==> config.mk <==
export PLATFORM = sky130hd
export DESIGN_NAME = onewire_temp_read_sequencer
export DESIGN_NICKNAME = d
export VERILOG_FILES = /design/src/design/owt_pkg.sv /design/src/design/owt_cfg_regs.sv /design/src/design/owt_temp_conv.sv /design/src/design/owt_seq_core.sv /design/src/design/onewire_temp_read_sequencer.sv
export SDC_FILE = /design/constraint.sdc
export NUM_CORES = 1
export LEC_CHECK = 0
export BUFFER_PORTS_ARGS = -buffer_cell sky130_fd_sc_hd__buf_4
export CAP_MARGIN = 20
export CORE_ASPECT_RATIO = 1.4
export CORE_MARGIN = 2
export CORE_UTILIZATION = 35
export DETAILED_ROUTE_END_ITERATION = 16
export GPL_TIMING_DRIVEN = 0
export PLACE_DENSITY_LB_ADDON = 0.2
export SLEW_MARGIN = 20
export SYNTH_ARGS = -nofsm -noshare
export SYNTH_HDL_FRONTEND = slang
export SYNTH_HIERARCHICAL = 1
export SYNTH_SLANG_ARGS = --single-unit
export TNS_END_PERCENT = 10
==> constraint.sdc <==
create_clock -name clk -period 11.5 [get_ports clk]
set_clock_uncertainty 0.05 [all_clocks]
set_input_delay 0.575 -clock clk [delete_from_list [all_inputs] [get_ports clk]]
set_output_delay 0.575 -clock clk [all_outputs]
set_load 0.005 [all_outputs]
==> src/design/owt_pkg.sv <==
`timescale 1ns / 1ps

package owt_pkg;

  localparam int OWT_COUNTER_BITS = 20;
  localparam int OWT_LIMIT_W      = 20;
  localparam int OWT_CFG_IDX_W    = 4;
  localparam int OWT_CFG_DATA_W   = 20;

  localparam logic [7:0] OWT_CMD_SKIP_ROM = 8'hCC;
  localparam logic [7:0] OWT_CMD_CONVERT  = 8'h44;
  localparam logic [7:0] OWT_CMD_READ_PAD = 8'hBE;

  localparam logic [7:0] OWT_CMD_TABLE [4] = '{
    OWT_CMD_SKIP_ROM, OWT_CMD_CONVERT, OWT_CMD_SKIP_ROM, OWT_CMD_READ_PAD
  };

  // Register reset values
  localparam logic [15:0] OWT_RST_RESET_LOW    = 16'd480;
  localparam logic [15:0] OWT_RST_PRES_WAIT    = 16'd70;
  localparam logic [15:0] OWT_RST_RESET_TAIL   = 16'd410;
  localparam logic [15:0] OWT_RST_WR_ZERO_LOW  = 16'd60;
  localparam logic [7:0]  OWT_RST_SHORT_LOW    = 8'd2;
  localparam logic [7:0]  OWT_RST_READ_SAMPLE  = 8'd12;
  localparam logic [15:0] OWT_RST_SLOT_REC     = 16'd50;
  localparam logic [19:0] OWT_RST_CONV_WAIT    = 20'd0;

  typedef enum logic [OWT_CFG_IDX_W-1:0] {
    OWT_REG_RESET_LOW   = 4'd0,
    OWT_REG_PRES_WAIT   = 4'd1,
    OWT_REG_RESET_TAIL  = 4'd2,
    OWT_REG_WR_ZERO_LOW = 4'd3,
    OWT_REG_SHORT_LOW   = 4'd4,
    OWT_REG_READ_SAMPLE = 4'd5,
    OWT_REG_SLOT_REC    = 4'd6,
    OWT_REG_CONV_WAIT   = 4'd7
  } owt_reg_t;

  typedef struct packed {
    logic [15:0] reset_low_ticks;
    logic [15:0] presence_wait_ticks;
    logic [15:0] reset_tail_ticks;
    logic [15:0] write_zero_low_ticks;
    logic [7:0]  short_low_ticks;
    logic [7:0]  read_sample_ticks;
    logic [15:0] slot_recovery_ticks;
    logic [19:0] conversion_wait_ticks;
  } owt_cfg_t;

  typedef struct packed {
    logic               drive_low;
    logic               busy_res;
    logic               done_res;
    logic               presence_ok;
    logic signed [15:0] temp_raw;
    logic signed [11:0] temp_degrees;
  } owt_result_t;

  typedef enum logic [9:0] {
    OWT_PH_IDLE     = 10'b00_0000_0001,
    OWT_PH_RST_LOW  = 10'b00_0000_0010,
    OWT_PH_RST_WAIT = 10'b00_0000_0100,
    OWT_PH_RST_TAIL = 10'b00_0000_1000,
    OWT_PH_WR_LOW   = 10'b00_0001_0000,
    OWT_PH_WR_REC   = 10'b00_0010_0000,
    OWT_PH_RD_LOW   = 10'b00_0100_0000,
    OWT_PH_RD_WAIT  = 10'b00_1000_0000,
    OWT_PH_RD_REC   = 10'b01_0000_0000,
    OWT_PH_CONV     = 10'b10_0000_0000
  } owt_phase_t;

  // Bit of the command byte sent at the given byte step, least significant first.
  function automatic logic owt_cmd_bit(input logic [2:0] step, input logic [2:0] bit_idx);
    logic [7:0] cmd;
    cmd = OWT_CMD_TABLE[step[1:0]];
    return cmd[bit_idx];
  endfunction

endpackage

==> src/design/owt_cfg_regs.sv <==
`timescale 1ns / 1ps

module owt_cfg_regs (
  input  logic                               clk,
  input  logic                               rst_n,
  input  logic                               cfg_valid,
  output logic                               cfg_ready,
  input  logic [owt_pkg::OWT_CFG_IDX_W-1:0]  cfg_index,
  input  logic [owt_pkg::OWT_CFG_DATA_W-1:0] cfg_data,
  output owt_pkg::owt_cfg_t                  cfg
);
  import owt_pkg::*;

  owt_cfg_t cfg_r, cfg_nxt;

  assign cfg_ready = 1'b1;
  assign cfg       = cfg_r;

  always_comb begin
    cfg_nxt = cfg_r;
    if (cfg_valid) begin
      unique case (cfg_index)
        OWT_REG_RESET_LOW:   cfg_nxt.reset_low_ticks       = cfg_data[15:0];
        OWT_REG_PRES_WAIT:   cfg_nxt.presence_wait_ticks   = cfg_data[15:0];
        OWT_REG_RESET_TAIL:  cfg_nxt.reset_tail_ticks      = cfg_data[15:0];
        OWT_REG_WR_ZERO_LOW: cfg_nxt.write_zero_low_ticks  = cfg_data[15:0];
        OWT_REG_SHORT_LOW:   cfg_nxt.short_low_ticks       = cfg_data[7:0];
        OWT_REG_READ_SAMPLE: cfg_nxt.read_sample_ticks     = cfg_data[7:0];
        OWT_REG_SLOT_REC:    cfg_nxt.slot_recovery_ticks   = cfg_data[15:0];
        OWT_REG_CONV_WAIT:   cfg_nxt.conversion_wait_ticks = cfg_data[19:0];
        default:             cfg_nxt = cfg_r;
      endcase
    end
  end

  always_ff @(posedge clk) begin
    if (!rst_n) begin
      cfg_r.reset_low_ticks       <= OWT_RST_RESET_LOW;
      cfg_r.presence_wait_ticks   <= OWT_RST_PRES_WAIT;
      cfg_r.reset_tail_ticks      <= OWT_RST_RESET_TAIL;
      cfg_r.write_zero_low_ticks  <= OWT_RST_WR_ZERO_LOW;
      cfg_r.short_low_ticks       <= OWT_RST_SHORT_LOW;
      cfg_r.read_sample_ticks     <= OWT_RST_READ_SAMPLE;
      cfg_r.slot_recovery_ticks   <= OWT_RST_SLOT_REC;
      cfg_r.conversion_wait_ticks <= OWT_RST_CONV_WAIT;
    end else begin
      cfg_r <= cfg_nxt;
    end
  end

endmodule

==> src/design/owt_temp_conv.sv <==
`timescale 1ns / 1ps

module owt_temp_conv (
  input  logic signed [15:0] temp_raw,
  output logic signed [11:0] temp_degrees
);
  import owt_pkg::*;

  logic [16:0] mag_full;
  logic [12:0] mag;
  logic [11:0] neg_deg;

  // Negative readings truncate toward zero: negate, shift, negate back.
  assign mag_full = 17'h10000 - {1'b0, temp_raw};
  assign mag      = mag_full[16:4];
  assign neg_deg  = 12'd0 - mag[11:0];

  assign temp_degrees = temp_raw[15] ? signed'(neg_deg) : signed'(temp_raw[15:4]);

endmodule

==> src/design/owt_seq_core.sv <==
`timescale 1ns / 1ps

module owt_seq_core #(
  parameter int COUNTER_BITS = owt_pkg::OWT_COUNTER_BITS
) (
  input  logic                 clk,
  input  logic                 rst_n,
  input  logic                 step,
  input  logic                 start_req,
  input  logic                 line_level,
  input  owt_pkg::owt_cfg_t    cfg,
  output owt_pkg::owt_result_t result
);
  import owt_pkg::*;

  localparam int CMP_W = (COUNTER_BITS >= OWT_LIMIT_W) ? COUNTER_BITS + 1 : OWT_LIMIT_W + 1;

  owt_phase_t              phase_r, phase_nxt;
  logic [COUNTER_BITS-1:0] tick_count_r, tick_count_nxt;
  logic [2:0]              bit_index_r, bit_index_nxt;
  logic [2:0]              byte_step_r, byte_step_nxt;
  logic [7:0]              shift_byte_r, shift_byte_nxt;
  logic [15:0]             raw_reading_r, raw_reading_nxt;
  logic                    presence_r, presence_nxt;

  logic [OWT_LIMIT_W-1:0]  limit;
  logic [CMP_W-1:0]        cnt_inc;
  logic                    t_done;
  logic [COUNTER_BITS-1:0] tick_timer;
  logic [2:0]              byte_step_inc;
  logic                    drive, busy, done;
  logic signed [11:0]      degrees;

  always_comb begin
    unique case (phase_r)
      OWT_PH_RST_LOW:  limit = OWT_LIMIT_W'(cfg.reset_low_ticks);
      OWT_PH_RST_WAIT: limit = OWT_LIMIT_W'(cfg.presence_wait_ticks);
      OWT_PH_RST_TAIL: limit = OWT_LIMIT_W'(cfg.reset_tail_ticks);
      OWT_PH_WR_LOW:   limit = owt_cmd_bit(byte_step_r, bit_index_r)
                               ? OWT_LIMIT_W'(cfg.short_low_ticks)
                               : OWT_LIMIT_W'(cfg.write_zero_low_ticks);
      OWT_PH_WR_REC,
      OWT_PH_RD_REC:   limit = OWT_LIMIT_W'(cfg.slot_recovery_ticks);
      OWT_PH_RD_LOW:   limit = OWT_LIMIT_W'(cfg.short_low_ticks);
      OWT_PH_RD_WAIT:  limit = OWT_LIMIT_W'(cfg.read_sample_ticks);
      OWT_PH_CONV:     limit = cfg.conversion_wait_ticks;
      default:         limit = '0;
    endcase
  end

  // The phase ends when the counter is all ones, so no phase runs past its full range.
  assign cnt_inc    = CMP_W'(tick_count_r) + CMP_W'(1);
  assign t_done     = (cnt_inc >= CMP_W'(limit)) || (&tick_count_r);
  assign tick_timer = t_done ? '0 : tick_count_r + COUNTER_BITS'(1);
  assign byte_step_inc = byte_step_r + 3'd1;

  always_comb begin
    phase_nxt       = phase_r;
    tick_count_nxt  = tick_count_r;
    bit_index_nxt   = bit_index_r;
    byte_step_nxt   = byte_step_r;
    shift_byte_nxt  = shift_byte_r;
    raw_reading_nxt = raw_reading_r;
    presence_nxt    = presence_r;
    drive           = 1'b0;
    busy            = 1'b1;
    done            = 1'b0;
    unique case (phase_r)
      OWT_PH_IDLE: begin
        busy = start_req;
        if (start_req) begin
          presence_nxt   = 1'b1;
          byte_step_nxt  = '0;
          bit_index_nxt  = '0;
          shift_byte_nxt = '0;
          tick_count_nxt = '0;
          phase_nxt      = OWT_PH_RST_LOW;
        end
      end
      OWT_PH_RST_LOW: begin
        drive          = 1'b1;
        tick_count_nxt = tick_timer;
        if (t_done) phase_nxt = OWT_PH_RST_WAIT;
      end
      OWT_PH_RST_WAIT: begin
        tick_count_nxt = tick_timer;
        if (t_done) begin
          if (line_level) presence_nxt = 1'b0;
          phase_nxt = OWT_PH_RST_TAIL;
        end
      end
      OWT_PH_RST_TAIL: begin
        tick_count_nxt = tick_timer;
        if (t_done) phase_nxt = byte_step_r[2] ? OWT_PH_RD_LOW : OWT_PH_WR_LOW;
      end
      OWT_PH_WR_LOW: begin
        drive          = 1'b1;
        tick_count_nxt = tick_timer;
        if (t_done) phase_nxt = OWT_PH_WR_REC;
      end
      OWT_PH_RD_LOW: begin
        drive          = 1'b1;
        tick_count_nxt = tick_timer;
        if (t_done) phase_nxt = OWT_PH_RD_WAIT;
      end
      OWT_PH_RD_WAIT: begin
        tick_count_nxt = tick_timer;
        if (t_done) begin
          shift_byte_nxt = ((bit_index_r == 3'd0) ? 8'd0 : shift_byte_r)
                           | (8'(line_level) << bit_index_r);
          phase_nxt = OWT_PH_RD_REC;
        end
      end
      OWT_PH_WR_REC,
      OWT_PH_RD_REC: begin
        tick_count_nxt = tick_timer;
        if (t_done) begin
          if (bit_index_r != 3'd7) begin
            bit_index_nxt = bit_index_r + 3'd1;
            phase_nxt     = byte_step_r[2] ? OWT_PH_RD_LOW : OWT_PH_WR_LOW;
          end else begin
            bit_index_nxt = '0;
            byte_step_nxt = byte_step_inc;
            unique case (byte_step_r)
              3'd0, 3'd2, 3'd3: begin
                phase_nxt = byte_step_inc[2] ? OWT_PH_RD_LOW : OWT_PH_WR_LOW;
              end
              3'd1: begin
                // After the convert command, wait or go straight to the second reset.
                phase_nxt = (cfg.conversion_wait_ticks != '0) ? OWT_PH_CONV
                                                              : OWT_PH_RST_LOW;
              end
              3'd4: begin
                raw_reading_nxt = {raw_reading_r[15:8], shift_byte_r};
                phase_nxt       = byte_step_inc[2] ? OWT_PH_RD_LOW : OWT_PH_WR_LOW;
              end
              default: begin
                raw_reading_nxt = {shift_byte_r, raw_reading_r[7:0]};
                phase_nxt       = OWT_PH_IDLE;
                byte_step_nxt   = '0;
                done            = 1'b1;
              end
            endcase
          end
        end
      end
      OWT_PH_CONV: begin
        tick_count_nxt = tick_timer;
        if (t_done) phase_nxt = OWT_PH_RST_LOW;
      end
      default: begin
        phase_nxt = OWT_PH_IDLE;
        busy      = 1'b0;
      end
    endcase
  end

  owt_temp_conv u_conv (
    .temp_raw     (signed'(raw_reading_nxt)),
    .temp_degrees (degrees)
  );

  assign result.drive_low    = drive;
  assign result.busy_res     = busy;
  assign result.done_res     = done;
  assign result.presence_ok  = presence_nxt;
  assign result.temp_raw     = signed'(raw_reading_nxt);
  assign result.temp_degrees = degrees;

  always_ff @(posedge clk) begin
    if (!rst_n) begin
      phase_r       <= OWT_PH_IDLE;
      tick_count_r  <= '0;
      bit_index_r   <= '0;
      byte_step_r   <= '0;
      shift_byte_r  <= '0;
      raw_reading_r <= '0;
      presence_r    <= 1'b0;
    end else if (step) begin
      phase_r       <= phase_nxt;
      tick_count_r  <= tick_count_nxt;
      bit_index_r   <= bit_index_nxt;
      byte_step_r   <= byte_step_nxt;
      shift_byte_r  <= shift_byte_nxt;
      raw_reading_r <= raw_reading_nxt;
      presence_r    <= presence_nxt;
    end
  end

endmodule

==> src/design/onewire_temp_read_sequencer.sv <==
`timescale 1ns / 1ps

// One-wire bus master that reads a temperature sensor, one timebase tick per
// input transaction. Each transaction carries the start request and the sampled
// line level, and gives exactly one result transaction: the line drive for that
// tick, busy and done flags, the presence flag, the raw reading and whole
// degrees. A tick is accepted every clock cycle while in_stall is low; the
// sequencer state advances once per tick through a single pass of logic
// between the input register and the result register. The held tick moves
// into the result register once that register is free or draining, and
// throughput is one tick per cycle while the result side is not stalled.
// Slot timings come from the configuration registers, which the user must
// write only while no sequence runs; the block itself does not enforce this.
module onewire_temp_read_sequencer #(
  parameter int COUNTER_BITS = owt_pkg::OWT_COUNTER_BITS
) (
  input  logic                               clk,
  input  logic                               rst_n,
  input  logic                               in_valid,
  output logic                               in_stall,
  input  logic                               in_start_req,
  input  logic                               in_line_level,
  output logic                               out_valid,
  input  logic                               out_stall,
  output logic                               out_drive_low,
  output logic                               out_busy_res,
  output logic                               out_done_res,
  output logic                               out_presence_ok,
  output logic signed [15:0]                 out_temp_raw,
  output logic signed [11:0]                 out_temp_degrees,
  input  logic                               cfg_valid,
  output logic                               cfg_ready,
  input  logic [owt_pkg::OWT_CFG_IDX_W-1:0]  cfg_index,
  input  logic [owt_pkg::OWT_CFG_DATA_W-1:0] cfg_data
);
  import owt_pkg::*;

  owt_cfg_t    cfg;
  owt_result_t result;
  owt_result_t out_r;

  logic in_valid_r, in_valid_nxt;
  logic in_start_r, in_line_r;
  logic out_valid_r, out_valid_nxt;
  logic in_take, advance;

  // The held tick moves on whenever the result register is free or draining.
  assign advance  = in_valid_r && (!out_valid_r || !out_stall);
  assign in_stall = in_valid_r && !advance;
  assign in_take  = in_valid && !in_stall;

  assign in_valid_nxt  = in_take ? 1'b1 : (advance ? 1'b0 : in_valid_r);
  assign out_valid_nxt = advance ? 1'b1 : (out_stall ? out_valid_r : 1'b0);

  owt_cfg_regs u_cfg (
    .clk       (clk),
    .rst_n     (rst_n),
    .cfg_valid (cfg_valid),
    .cfg_ready (cfg_ready),
    .cfg_index (cfg_index),
    .cfg_data  (cfg_data),
    .cfg       (cfg)
  );

  owt_seq_core #(
    .COUNTER_BITS (COUNTER_BITS)
  ) u_core (
    .clk        (clk),
    .rst_n      (rst_n),
    .step       (advance),
    .start_req  (in_start_r),
    .line_level (in_line_r),
    .cfg        (cfg),
    .result     (result)
  );

  always_ff @(posedge clk) begin
    if (!rst_n) begin
      in_valid_r  <= 1'b0;
      out_valid_r <= 1'b0;
    end else begin
      in_valid_r  <= in_valid_nxt;
      out_valid_r <= out_valid_nxt;
    end
  end

  always_ff @(posedge clk) begin
    if (in_take) begin
      in_start_r <= in_start_req;
      in_line_r  <= in_line_level;
    end
    if (advance) begin
      out_r <= result;
    end
  end

  assign out_valid        = out_valid_r;
  assign out_drive_low    = out_r.drive_low;
  assign out_busy_res     = out_r.busy_res;
  assign out_done_res     = out_r.done_res;
  assign out_presence_ok  = out_r.presence_ok;
  assign out_temp_raw     = out_r.temp_raw;
  assign out_temp_degrees = out_r.temp_degrees;

  // The line is only ever pulled low while a sequence runs.
  assert property (@(posedge clk) disable iff (!rst_n)
    out_valid && out_drive_low |-> out_busy_res)
    else $error("line driven low outside a sequence");

  // The finishing tick belongs to the sequence and releases the line.
  assert property (@(posedge clk) disable iff (!rst_n)
    out_valid && out_done_res |-> out_busy_res && !out_drive_low)
    else $error("done tick not busy or line still driven");

  // An accepted tick is always held in the input register next cycle.
  assert property (@(posedge clk) disable iff (!rst_n)
    in_valid && !in_stall |=> in_valid_r)
    else $error("accepted tick lost");

endmodule
==> flow_summary.toml, run 1 <==
[sta]
clock.fmax_mhz = 134
slew_viol_final = 0
slew_headroom = 0.339
tns_ns = 0
fin_crit_ns = 7.44
setup_viol = 0
hold_viol = 0
period_share = 0.647
rsz0062_at_grt = "no"
whs_ns = 0.191
worstMarginPinSlew_ns = 0.991

[logic_synthesis]
ys_warn_count = 6
async_reset_ff_frac = 0
ys_ff_latch = 213
synth_top_area_share = 0.335
yosysTopAreaCell = "dfxtp_1"
ys_seq_area_frac = 0.430
synth.area.top_cells = "dfxtp_1 (33%), mux2i_1 (10%), edfxtp_1 (9.5%)"
ys.flop_type = "dfxtp_1"
syn-num-nets = 1208
synthesis.area_mm2 = 0.0107
synthCells = 1146
synth_edf_count = 34
yosysUniqueCellTypes = 79
synth_area_per_cell_um2 = 9.34

[setup_path]
crit_path_frequent_cell = "clkbuf_1"
reg2reg_slack_ns = 4.06
ff2ff_path_depth = 25
worstReg2RegStart = "u_core/phase_r[9]"
path_class = "reg -> reg"
endpoint_kind = "register"
cp_data_arrival_time_ns = 7.76
critPathRequiredTime_ns = 11.82
slowest_stage = "clkbuf_1"
worst_path_largest_cell_delay_ns = 0.65
cp_max_fo = 10
start_kind = "register"
worstReg2RegEnd = "out_temp_degrees[10]"
crit_buf_inv = 4
crit_family = "simple AND/OR/NAND/NOR gates"

[finish]
layout-drive-gt1-share = 0.148
final_nets = 1299
final_cells = 1638
antenna_cells = 0
fin_area_mm2 = 0.0124
area_growth_pct = 16.2
fillers = 2996

[clocking]
cts_max_level = 1
numClockSinks = 213
clk_latency_ns = 0.53
path_clk_slew_ns = 0.06
cts_hold_buf = 0
cts-root-buf = "clkbuf_16"
cts_buffers = 23
cts_setup_buffers = 0
clockBufferDepth = 3
post_cts_resized = 0
tritoncts = "done"

[worst_hold_path]
hold_path.class = "in -> reg"
hold_depth = 1
hold_end = "in_line_r"
worstHoldStart = "in_line_level"

[drt]
drc_errors = 0
firstDrtPassIters = 6
wirelength_um = 32000
vias = 8871
via_per_inst = 5.42
wl_per_cell_um = 19.5
postRouteAntennaNets = 0
first_iter_violations = 601

[floorplan]
die_w_um = 152
io_pins = 66
dieHeight_um = 211
fp.dieArea_mm2 = 0.0320
rows = 75
initial_core_util = 0.357
core_area_mm2 = 0.0300

[place]
place_inst = 1597
gp_congestion = 0.869
hpwl_um = 23400
placed_cell_area_mm2 = 0.0117
port_buffers = 64

[grt]
grt_max_degree = 26
grt_pass1_wl_um = 50000
overflow = 0
antenna_found_initial = 0
grt_pass1_vias = 8866
grt_use_total = 0.196

[power]
irDropWorstVdd_mv = 0.0931
power_density_mw_per_mm2 = 129
p_leak_uw = 0.00499

[flow_run]
cap_violations = 0

[status]
status = "completed"
synthesized netlist by cell type, drive strengths merged, types with 3 or more instances:
master	instances
o21ai	41
o31ai	3
or3	4
a31oi	7
o211ai	3
a21oi	56
a32oi	4
a21boi	3
nand4	7
o311ai	3
a211oi	3
nor3	17
xnor2	11
nor2	48
or2	5
mux2	9
ha	31
a21o	5
clkbuf	32
dfxtp	179
nor2b	26
and4	5
nor4	16
a32o	9
buf	40
edfxtp	34
a22oi	36
mux2i	111
and2	7
inv	27
nor4b	5
o32ai	5
nand2	196
nand3	47
o22ai	15
a222oi	16
o21a	4
xor2	13
and3	18
nand2b	16
a22o	8
worst reg2reg max path: stages, from the launching register on:
cell and delay [ns]:
dfxtp_1 0.36, nor4_2 0.57, and3_1 0.24, clkbuf_1 0.54
clkbuf_1 0.65, a222oi_1 0.19, nand2_1 0.14, a21oi_1 0.07
ha_1 0.36, nand4_1 0.17, nor2_1 0.23, nand3_1 0.13
o221ai_1 0.55, a21boi_4 0.19, clkbuf_1 0.29, o21ai_0 0.22
o21ai_0 0.17, or4_4 0.54, buf_6 0.17, nor2_1 0.17
xor2_1 0.10, ha_1 0.33, nor4_1 0.31, and2_1 0.24
a21oi_1 0.10, a211oi_2 0.21
how the worst max path moves through the flow:
stage	from	endpoint	slack, ns	cells past startpoint
final	u_core/phase_r[9]	out_temp_degrees[10]	4.06	25
after global routing	u_core/phase_r[9]	out_temp_degrees[10]	3.50	25
after CTS	u_core/phase_r[9]	out_temp_degrees[6]	4.17	24
after detailed placement	u_core/phase_r[9]	out_temp_degrees[6]	4.22	24
after global placement	u_core/phase_r[9]	out_temp_degrees[10]	4.24	24
after floorplan	u_core/phase_r[9]	out_temp_degrees[6]	6.01	24
area by class of cell:
cell class	count	area, um^2	area share
Buffer	72	397	0.0319
Clock buffer	33	654	0.0526
Clock inverter	8	71.3	0.00573
Inverter	27	101	0.00814
Multi-Input combinational cell	834	5620	0.452
Sequential cell	213	4600	0.370
Tap cell	385	482	0.0387
Timing Repair Buffer	66	515	0.0414
layout by cell type (no fill, tap or decap), types with 13 or more instances in the layout:
cell type  count
a21oi_1       54
a222oi_1      16
a22oi_1       36
and3_1        16
buf_2         15
buf_4         77
clkbuf_1      37
clkbuf_16     23
dfxtp_1      179
edfxtp_1      34
ha_1          31
inv_1         27
mux2i_1      111
nand2_1      191
nand2b_1      16
nand3_1       45
nor2_1        48
nor2b_1       26
nor4_1        13
o21ai_0       35
o22ai_1       15
xor2_1        13
per-layer routing:
layer,global-route usage,wire (um),vias to the layer above
li1,-,-,4341
met5,0,0,-
met3,0.0230,1300,49
met4,0.0664,910,0
met2,0.374,16700,213
met1,0.224,13100,4268
power by group:
group | internal, uW | switching [uW] | total (uW)
combinational | 35.9 | 61.8 | 97.8
sequential | 768 | 6.59 | 775
clock | 418 | 312 | 730
total | 1220 | 380 | 1600
state kept, by name, indices dropped and copies added, names as in the netlist:
signal	cells
in_line_r	1
out_busy_res	1
in_valid_r	1
u_cfg/cfg	116
u_core/shift_byte_r	8
out_presence_ok	1
out_valid	1
u_core/bit_index_r	3
in_start_r	1
out_done_res	1
u_core/phase_r	10
u_core/presence_r	1
out_drive_low	1
out_temp_degrees	12
u_core/tick_count_r	20
u_core/byte_step_r	3
u_core/raw_reading_r	16
out_temp_raw	16
through the flow:
| step | setup slack, ns | util | total power [uW] |
|---|---|---|---|
| 2_1_floorplan | 6.01 | - | 845 |
| 3_3_place_gp | 4.24 | 0.389 | 888 |
| 3_5_place_dp | 4.22 | 0.390 | 890 |
| 4_1_cts | 4.17 | 0.415 | 1620 |
| 5_1_grt | 3.50 | 0.415 | 1660 |
| 6_report | 4.06 | 0.415 | 1600 |
logic make-up (layout without fill, tap and decap cells):
| logic type | Yosys count | in the layout | share of synthesized area |
|---|---|---|---|
| buffers and inverters | 99 | 206 | 0.0465 |
| multiplexers | 120 | 120 | 0.113 |
| other | 1 | 1 | 0.000350 |
| flip-flops | 213 | 213 | 0.430 |
| AO/OA/AOI/OAI | 232 | 232 | 0.155 |
| adder cells (fa/ha/maj) | 31 | 31 | 0.0362 |
| AND/OR/NAND/NOR | 426 | 426 | 0.199 |
| XOR/XNOR | 24 | 24 | 0.0196 |
Note: power is estimated with default switching activity, not from simulation.
==> run 2, diff against run 1 <==
- clock period: 11.5 -> 5.98 ns (I/O delays scaled with it)
==> flow_summary.toml, run 2 (synthesized netlist as in run 1, its figures left out) <==
[drt]
first_iter_violations = 627
dr_wl_met3_um = 1410
wirelength_um = 32200
firstDrtPassIters = 6
postRouteAntennaNets = 0
wl_met2_um = 16900
m1WireLength_um = 13100
vias = 8994
top_layer = "met4"
drc_errors = 0
wl_per_cell_um = 19.5
via_per_inst = 5.44

[grt]
overflow = 0
grt_pass1_wl_um = 50400
grt_pass1_vias = 8964
grt_max_degree = 26
antenna_found_initial = 0
grt_use_total = 0.197

[setup_path]
endpoint_kind = "register"
start_kind = "register"
path_class = "reg -> reg"
crit_start = "u_core/phase_r[8]"
reg2reg_slack_ns = 0.30
cp_data_arrival_time_ns = 5.91
worstReg2RegEnd = "out_temp_degrees[6]"
critPathRequiredTime_ns = 6.21
cp_max_fo = 10
ff2ff_path_depth = 24
worstReg2RegStart = "u_core/phase_r[8]"

[sta]
setup_viol = 0
whs_ns = 0.00833
hold_viol = 0
slew_headroom = 0.443
period_share = 0.949
worstMarginPinSlew_ns = 0.827
fin_crit_ns = 5.68
clock.fmax_mhz = 176
slew_viol_final = 0

[finish]
area_growth_pct = 19.3
layout-drive-gt1-share = 0.177
largest_reg_flops = 116
finish.utilization = 0.425
layout_common_cells = "nand2_1 (190), dfxtp_1 (170), mux2i_1 (111), buf_4 (86), a21oi_1 (50)"
final_common_cell = "nand2_1"
antenna_cells = 0
fin_area_mm2 = 0.0128
final_nets = 1314

[clocking]
numClockSinks = 213
tritoncts = "done"
path_clk_slew_ns = 0.06
clk_latency_ns = 0.53
clockBufferDepth = 3
cts_max_level = 1
cts-root-buf = "clkbuf_16"
cts_buffers = 23

[floorplan]
io_pins = 66
die_w_um = 152
dieHeight_um = 211
rows = 75
fp.dieArea_mm2 = 0.0320
core_area_mm2 = 0.0300
initial_core_util = 0.357

[worst_hold_path]
hold_end = "in_valid_r"
hold_depth = 2
worstHoldStart = "rst_n"
hold_path.class = "in -> reg"

[power]
p_leak_uw = 0.00513
power_density_mw_per_mm2 = 242
irDropWorstVdd_mv = 0.180

[status]
status = "completed"

[flow_run]
cap_violations = 0

[place]
hpwl_um = 23400
port_buffers = 64
gp_congestion = 0.869
placed_cell_area_mm2 = 0.0117
## run 2: cell types whose count changed in the layout (fill, tap and decap cells not counted), moves of 3 or more
cell / previous run / this run
dlygate4sd3_1: 0 / 14
clkbuf_1: 37 / 27
buf_4: 77 / 86
dfxtp_1: 179 / 170
dfxtp_2: 0 / 9
a21oi_1: 54 / 50
clkbuf_2: 1 / 5
a21oi_2: 2 / 5
## run 2: layer usage
metal | global-route usage | vias to the layer above
met5 | 0 | -
met4 | 0.0622 | 0
met3 | 0.0226 | 42
met2 | 0.379 | 252
met1 | 0.225 | 4326
li1 | - | 4374
## run 2: how the worst max path moves through the flow
stage	cells after the start	slack, ns	endpoint
floorplan	24	0.49	out_temp_degrees[6]
global placement	24	-1.28	out_temp_degrees[10]
detailed placement	24	-1.30	out_temp_degrees[6]
CTS	23	0.01	out_temp_degrees[6]
global route	25	-0.002	out_temp_degrees[4]
finish	24	0.30	out_temp_degrees[6]
## run 2: through the flow
stage	TNS, ns	setup slack, ns	cells	total power [uW]
after floorplan	0	0.489	1146	1620
after global placement	-25.98	-1.28	1595	1710
after detailed placement	-10.78	-1.30	1597	1710
after CTS	0	0.0137	1651	3120
after global routing	-0.00208	-0.00208	1653	3200
final	0	0.303	1653	3090
## run 2: layout make-up
cell class | instances | area (um^2)
Buffer | 69 | 414
Clock buffer | 33 | 654
Clock inverter | 8 | 71.3
Fill cell | 2982 | 17300
Inverter | 27 | 101
Multi-Input combinational cell | 834 | 5750
Sequential cell | 213 | 4620
Tap cell | 385 | 482
Timing Repair Buffer | 84 | 686
## run 2: timing repair
action | in CTS | in global routing
hold buffers | 14 | 0
pin swaps | 2 | 4
buffers inserted | 1 | 3
endpoints found under the setup margin | 12 | 9
endpoints found under the hold margin | 14 | 0
resized for setup | 28 | 29
## run 2: worst max-delay path, cell delays in order, from the launching register on
cell and delay, ns:
dfxtp_2 0.40, nor4_4 0.06, buf_4 0.16, and3_1 0.16, buf_4 0.20, buf_4 0.22
a222oi_1 0.49, nand2_1 0.12, a21oi_1 0.15, ha_1 0.28, a21oi_1 0.16, nand3_1 0.10
a21oi_2 0.23, o221a_2 0.27, o21ai_2 0.13, nand2b_4 0.17, o21ai_0 0.13, or4_4 0.55
buf_6 0.17, nor2_2 0.13, xor2_1 0.19, ha_2 0.30, o311a_4 0.23, nand3_1 0.08
a32o_1 0.28
## run 2: report_power, final
part / internal [uW] / switching (uW)
registers: 1480 / 12.9
clock network: 804 / 598
logic: 76.7 / 122
==> run 3, diff against run 2 <==
- BUFFER_PORTS_ARGS: -buffer_cell sky130_fd_sc_hd__buf_4 -> default
- CORE_MARGIN: 2 -> 5
- DONT_BUFFER_PORTS: default -> 1
==> flow_summary.toml, run 3 (synthesized netlist as in run 1, its figures left out) <==
[status]
status = "completed"

[power]
total_power_uw = 3180
p_leak_uw = 0.00491
irDropWorstVdd_mv = 0.194
power_density_mw_per_mm2 = 253

[floorplan]
initial_core_util = 0.356
die_w_um = 158
io_pins = 66
core_area_mm2 = 0.0301
rows = 75
fp.dieArea_mm2 = 0.0342
dieHeight_um = 217

[drt]
wl_per_cell_um = 20.4
postRouteAntennaNets = 0
firstDrtPassIters = 7
wirelength_um = 32800
first_iter_violations = 612
via_per_inst = 5.47
drc_errors = 0
vias = 8776

[sta]
slew_headroom = 0.458
hold_viol = 0
setup_viol = 0
clock.fmax_mhz = 179
period_share = 0.936
worstMarginPinSlew_ns = 0.805
slew_viol_final = 0
rsz0062_at_grt = "no"
fin_crit_ns = 5.60

[clocking]
cts_buffers = 23
clockBufferDepth = 3
numClockSinks = 213
cts-root-buf = "clkbuf_16"
path_clk_slew_ns = 0.06
tritoncts = "done"
cts_max_level = 1
clk_latency_ns = 0.53

[flow_run]
cap_violations = 0

[grt]
grt_pass1_wl_um = 50600
overflow = 0
grt_use_total = 0.188
grt_max_degree = 26
antenna_found_initial = 0
grt_pass1_vias = 8805

[setup_path]
cp_max_fo = 9
slowest_stage = "or4_4"
worst_path_largest_cell_delay_ns = 0.55
crit_chain = "clkbuf_2 > nor2b_1 > nand2_1 > o21ai_0 > nand2_1 > nand2_4 > mux2_2 > a21oi_1 > ha_1 > a21o_1 > a21oi_1 > o21a_1 > o221a_2 > o21ai_2 > nand2b_4 > o21ai_0 > or4_4 > buf_6 > nor2_1 > xor2_1 > ha_4 > o311ai_4 > or3_1 > a211oi_2"
endpoint_kind = "register"
reg2reg_slack_ns = 0.38
critPathRequiredTime_ns = 6.29
start_kind = "register"
cp_data_arrival_time_ns = 5.90
path_class = "reg -> reg"

[finish]
layout_common_cells = "nand2_1 (190), dfxtp_1 (169), mux2i_1 (111), a21oi_1 (51), nor2_1 (47)"
final_nets = 1266
area_growth_pct = 17.1
final_common_cell = "nand2_1"
largest_reg_flops = 116
antenna_cells = 0
layout-drive-gt1-share = 0.138
final_cells = 1605

[worst_hold_path]
hold_path.class = "in -> reg"

[place]
place_inst = 1533
gp_congestion = 0.863
port_buffers = 0
hpwl_um = 23700
## run 3: per-stage QoR
stage          utilization  instance area [um^2]  setup TNS [ns]  setup WS (ns)  hold slack [ns]
3_3_place_gp         0.372                 11200          -19.70          -1.34            0.348
6_report             0.416                 12500               0          0.384           0.0151
3_5_place_dp         0.373                 11200          -11.22          -1.36            0.348
2_1_floorplan            -                 10700               0          0.489            0.348
5_1_grt              0.416                 12500               0       0.000888           0.0344
4_1_cts              0.411                 12400               0         0.0259         0.000788
## run 3: cell type report
class	instances	area, um^2
Timing Repair Buffer	36	350
Multi-Input combinational cell	834	5770
Tap cell	385	482
Buffer	69	423
Sequential cell	213	4620
Fill cell	2936	17600
Clock inverter	6	85.1
Clock buffer	35	713
Inverter	27	101
## run 3: report_power, final
part	switching, uW	internal (uW)
sequential	15.5	1480
clock	607	908
combinational	112	57.5
## run 3: worst max-delay path, delay by kind of cell (launching register included)
kind | cells | cell delay, ns
mux | 1 | 0.35
buf+inv | 2 | 0.37
compound gates | 10 | 1.70
xor+xnor | 1 | 0.24
fa+ha+maj | 2 | 0.53
simple gates | 8 | 1.82
flops | 1 | 0.33
## run 3: per-layer routing
| layer | vias to the layer above | track usage | wire length (um) |
|---|---|---|---|
| met5 | - | 0 | 0 |
| li1 | 4290 | - | - |
| met4 | 0 | 0.0712 | 1020 |
| met2 | 219 | 0.342 | 16900 |
| met3 | 59 | 0.0290 | 1500 |
| met1 | 4208 | 0.219 | 13300 |
## run 3: worst paths after layout
kind / startpoint / endpoint / cells after the start
setup reg to reg: u_core/bit_index_r[1] / out_temp_degrees[10] / 24
hold reg to reg: u_cfg/cfg[88] / u_cfg/cfg[88] / 2
setup / recovery: u_core/bit_index_r[1] / out_temp_degrees[10] / 24
hold / removal: cfg_data[10] / u_cfg/cfg[78] / 2
## run 3: what timing repair did
item | CTS | global route
gates resized for setup | 28 | 36
pin swaps | 2 | 7
hold buffers | 24 | 0
endpoints found under the setup margin | 12 | 10
buffers inserted | 3 | 7
hold endpoints to repair | 63 | 0
